===== config.mk =====
export PLATFORM = sky130hd
export DESIGN_NAME = fcpd_cdiv
export DESIGN_NICKNAME = d
export VERILOG_FILES = /design/src/fcpd_pkg.sv /design/src/fcpd_div.sv
export SDC_FILE = /design/constraint.sdc
export NUM_CORES = 2
export LEC_CHECK = 0
export BUFFER_PORTS_ARGS = -buffer_cell sky130_fd_sc_hd__buf_2
export CORE_ASPECT_RATIO = 2
export CORE_MARGIN = 2
export CORE_UTILIZATION = 55
export DETAILED_ROUTE_END_ITERATION = 12
export GPL_TIMING_DRIVEN = 0
export PLACE_DENSITY = 0.78
export SLEW_MARGIN = 5
export SYNTH_ARGS = -nofsm -noshare
export SYNTH_HDL_FRONTEND = slang
export SYNTH_SLANG_ARGS = --single-unit
export TNS_END_PERCENT = 20

===== constraint.sdc =====
create_clock -name clk -period 11.74 [get_ports clk]
set_input_delay 1.174 -clock clk [delete_from_list [all_inputs] [get_ports clk]]
set_output_delay 1.174 -clock clk [all_outputs]
set_load 0.005 [all_outputs]

===== src/fcpd_pkg.sv =====
package fcpd_pkg;

  localparam int DIV_STEPS = 64;

  localparam logic [23:0] NS_PER_FRAME  = 24'd10000000;
  localparam logic [29:0] NS_PER_SECOND = 30'd1000000000;
  localparam logic [23:0] LEN_RESET     = 24'd12288000;

  // 10 ms is 78125 shifted left by 7
  localparam logic [16:0] FRAME_ODD   = 17'd78125;
  // floor(2^57 / 78125)
  localparam logic [40:0] FRAME_RECIP = 41'd1844674407370;

  typedef enum logic [1:0] {
    REG_FRAME_LEN = 2'd0,
    REG_OFFSET    = 2'd1,
    REG_EPOCH     = 2'd2
  } reg_idx_t;

  typedef struct packed {
    logic [63:0] ptp;
    logic [63:0] a;
    logic [63:0] b;
    logic        neg;
  } side_t;

endpackage


===== src/fcpd_div.sv =====


// divide by 10 ms in five stages: (x >> 7) / 78125 by reciprocal, one fixup
module fcpd_cdiv import fcpd_pkg::*; (
  input  logic        clk,
  input  logic        rst_n,
  input  logic        en,
  input  logic        in_valid,
  input  logic [63:0] in_dividend,
  input  side_t       in_side,
  output logic        out_valid,
  output logic [63:0] out_quot,
  output logic [23:0] out_rem,
  output side_t       out_side
);

  logic [56:0] y;
  logic [97:0] psum;
  logic [34:0] qd_lo;

  logic        v1_r, v2_r, v3_r, v4_r, v5_r;
  logic [24:0] xl1_r, xl2_r, xl3_r;
  side_t       sd1_r, sd2_r, sd3_r, sd4_r, sd5_r;
  logic [63:0] pll_r, pll2_r;
  logic [40:0] plh_r;
  logic [56:0] phl_r;
  logic [33:0] phh_r, phh2_r;
  logic [57:0] mid_r;
  logic [40:0] q3_r, q4_r, quot5_r;
  logic [17:0] r4_r;
  logic [6:0]  lo4_r;
  logic [23:0] rem5_r;

  assign y     = in_dividend[63:7];
  assign psum  = {34'b0, pll2_r} + {8'b0, mid_r, 32'b0} + {phh2_r, 64'b0};
  assign qd_lo = {17'b0, q3_r[17:0]} * {18'b0, FRAME_ODD};

  always_ff @(posedge clk) begin
    if (!rst_n) begin
      v1_r <= 1'b0;
      v2_r <= 1'b0;
      v3_r <= 1'b0;
      v4_r <= 1'b0;
      v5_r <= 1'b0;
    end else if (en) begin
      v1_r <= in_valid;
      v2_r <= v1_r;
      v3_r <= v2_r;
      v4_r <= v3_r;
      v5_r <= v4_r;
    end
  end

  always_ff @(posedge clk) begin
    if (en) begin
      // partial products of y * reciprocal
      pll_r  <= {32'b0, y[31:0]} * {32'b0, FRAME_RECIP[31:0]};
      plh_r  <= {9'b0, y[31:0]} * {32'b0, FRAME_RECIP[40:32]};
      phl_r  <= {32'b0, y[56:32]} * {25'b0, FRAME_RECIP[31:0]};
      phh_r  <= {9'b0, y[56:32]} * {25'b0, FRAME_RECIP[40:32]};
      xl1_r  <= in_dividend[24:0];
      sd1_r  <= in_side;

      mid_r  <= {17'b0, plh_r} + {1'b0, phl_r};
      pll2_r <= pll_r;
      phh2_r <= phh_r;
      xl2_r  <= xl1_r;
      sd2_r  <= sd1_r;

      // estimate is exact or one short
      q3_r   <= psum[97:57];
      xl3_r  <= xl2_r;
      sd3_r  <= sd2_r;

      // remainder is below 2 * 78125, low bits suffice
      r4_r   <= xl3_r[24:7] - qd_lo[17:0];
      q4_r   <= q3_r;
      lo4_r  <= xl3_r[6:0];
      sd4_r  <= sd3_r;

      if (r4_r >= {1'b0, FRAME_ODD}) begin
        quot5_r <= q4_r + 41'd1;
        rem5_r  <= {17'(r4_r - {1'b0, FRAME_ODD}), lo4_r};
      end else begin
        quot5_r <= q4_r;
        rem5_r  <= {r4_r[16:0], lo4_r};
      end
      sd5_r  <= sd4_r;
    end
  end

  assign out_valid = v5_r;
  assign out_quot  = {23'b0, quot5_r};
  assign out_rem   = rem5_r;
  assign out_side  = sd5_r;

endmodule


==> run metrics <==
R2R Setup Slk=just over 6000 ps; Filler Cell Count=between 10000 and 15000; Levels on crit path=27; delay of the slowest critical-path stage=730 ps; DRC=0; CP dominant cell by count=fa_1; RSZ-0062 raised after global routing=no; Final Non-Filler Cells=approximately 9400; clk sinks=around 1500; DIE HEIGHT=583.2 µm; CTS max path bufs=3; hpwl dp=approximately 200000 µm; Critical path origin=in_dividend[12]; vias in the first global route=around 56000; Critical Path RT=approximately 12000 ps; Crit Path Max Fanout=9; Setup TNS=0 ps; Crit path buffers/inverters=7; postcts setup bufs=0; initial antenna violation count=34; Critical Path End Type=register; FMAX=just under 100 MHz; delay-heaviest family, CP=adder cells; Die ar.=between 150000 and 200000 µm²; PostCTS Resize Cnt=0; final count of negative-setup-slack endpoints=0; Starting DRT DRC Count=between 3000 and 4000; average wire per standard cell=about 26 µm; hold path depth=0; routability cong.=between 1 and 1.5; status=finished clean; most frequent cells after synthesis=edfxtp_1 (1489), inv_1 (1414), fa_1 (995); Crit Path Class=primary input to register; Clk pin slew, worst setup/hold paths=70 ps; Slew @ Worst Pin=approximately 1400 ps; H-Tree Depth=3; drt via density=around 5.5; Hold Path Class=register to register; Post-synth top flop=edfxtp_1; Slowest cell on crit path=o21ai_0; core area=approximately 170000 µm²; Worst setup SP type=primary input; I/O pin cnt=roughly 540; die width=between 200 and 300 µm; Worst Min Path Start=sd3_r[175]; Hold WS=around 360 ps; Netlist cell types=between 70 and 80; router iterations before antenna repair=8; final net count=about 9300; hold buffers post-CTS=0; Initial Util=between 50% and 60%; Area contributors post-synth=edfxtp_1 (48%), fa_1 (22%), ha_1 (13%); final hold violations=0; placed inst area=just under 100000 µm²; warning count from the yosys run=0; max-slew headroom at the worst pin=between 8 and 9%; synthesized area per cell=around 14 µm²; worst skew pair latency=around 740 ps; Inst Count DP=9163; clk root buf=clkbuf_16; Site Rows=between 200 and 250; share of the synthesized area in the top cell type=48.47%; most common cell in the synthesized netlist=edfxtp_1; total CTS buffers=around 120; Routed WL=244800 µm; area grow syn2layout=10.36%; Final Instance Area=~100000 µm²; Final Max Slew Viols=0; antenna viol nets, final=0; period utilization=between 80% and 90%; Syn Inst Count=6474; vias=between 50000 and 60000; pin count of the biggest net entering global routing=between 150 and 200; Final Critical Period=slightly above 10000 ps; sequential share of the synthesized area=about half; share of cells above drive strength 1=about a tenth; port bufs=519; Post-synth ARST share=0%; CTS tree=done; worst r2r src=q3_r[0]; critical path arrival=10680 ps; Setup Skew=about 66 ps; first-pass GRT wire length=approximately 360000 µm; # Max-Cap Violations=0; area leader, netlist=edfxtp_1; GRT Total Usage=29.38%; remaining global-route overflow=0; Seq cells post-synth=around 1500; EDFF count, synth=about 1500; Reg2Reg Depth=21; Mapped Area=92250 µm²
-- registers in the layout, indices dropped and copies added, names as in the netlist, 31 cells and up --
register and flops:
out_side 193, sd1_r 193, sd2_r 193, sd3_r 193, sd4_r 193, mid_r 56
phl_r 52, q3_r 41, q4_r 41, quot5_r 41, plh_r 39, phh2_r 34
phh_r 34, pll2_r 31, pll_r 31
-- layout by cell type, fill, tap and decap left out, types with 23 or more instances in the layout --
cell type | netlist | final
inv_1 | 1414 | 1414
edfxtp_1 | 1489 | 1489
clkbuf_16 | 0 | 117
clkinv_1 | 0 | 26
ha_1 | 942 | 942
nor2b_1 | 33 | 33
nor3_1 | 45 | 45
xnor2_1 | 219 | 218
nand3_1 | 56 | 56
clkbuf_1 | 14 | 25
nand2_1 | 148 | 148
o21bai_1 | 25 | 25
xor2_1 | 96 | 96
nor2_1 | 136 | 136
o21ai_0 | 99 | 99
fa_1 | 995 | 995
nand2b_1 | 31 | 31
buf_2 | 1 | 519
nand4_1 | 42 | 42
a21o_1 | 144 | 144
conb_1 | 1 | 23
o21a_1 | 39 | 39
a21oi_1 | 205 | 205
buf_4 | 23 | 23
and3_1 | 36 | 36
-- final timing paths --
path                      to
setup / recovery   pll_r[56]
hold / removal    sd4_r[175]
setup reg to reg    r4_r[16]
hold reg to reg   sd4_r[175]
-- logic make-up after synthesis --
group | Yosys count | share of synthesized area, %
adders and majority gates | 1937 | 34.37
DFF | 1494 | 48.58
buffers and inverters | 1453 | 6.007
AOI/OAI and AO/OA | 667 | 4.738
and+or+nand+nor | 598 | 3.213
xor gates and xnor gates | 315 | 2.991
muxes | 9 | 0.09902
other | 1 | 0.004065
-- worst reg2reg max path: cells and delay by family, from the launching register on --
kind,cells,cell delay (ps)
AO/OA/AOI/OAI,9,1930
adder cells (fa/ha/maj),4,1340
flip-flops,1,780
AND/OR/NAND/NOR,4,690
buffers and inverters,2,330
XOR/XNOR,2,290
-- layout make-up --
type	count	area, µm²	share of cell area (%)
antenna	20	50.05	0.04916
clock inverter	92	942.2	0.9254
tap	2140	2678	2.630
buffer	39	234.0	0.2298
timing repair buffer	527	2833	2.782
clock buffer	128	2969	2.916
inverter	1414	5308	5.213
multi-input combinational	3549	41980	41.24
sequential	1494	44810	44.02
-- per-stage QoR --
stage          utilization, %  setup WS [ps]
5_1_grt                 61.10           1400
3_3_place_gp            58.59         -12870
6_report                61.12           1453
4_1_cts                 61.08           1660
3_5_place_dp            58.74          947.6
2_1_floorplan               -           3676
-- routing by layer --
| layer | up-vias | track usage [%] | part of all wire, % | wire, µm |
|---|---|---|---|---|
| li1 | 23129 | - | - | - |
| met1 | 25613 | 26.58 | 30 | 72740 |
| met2 | 1687 | 53.72 | 53 | 130300 |
| met3 | 846 | 5.016 | 4.7 | 11410 |
| met4 | 36 | 29.00 | 12 | 30100 |
| met5 | - | 0 | 0.12 | 286 |
Power is left out: the tool's default activity adds up to more than one toggle a clock period on the data nets, which glitch-free logic cannot reach.
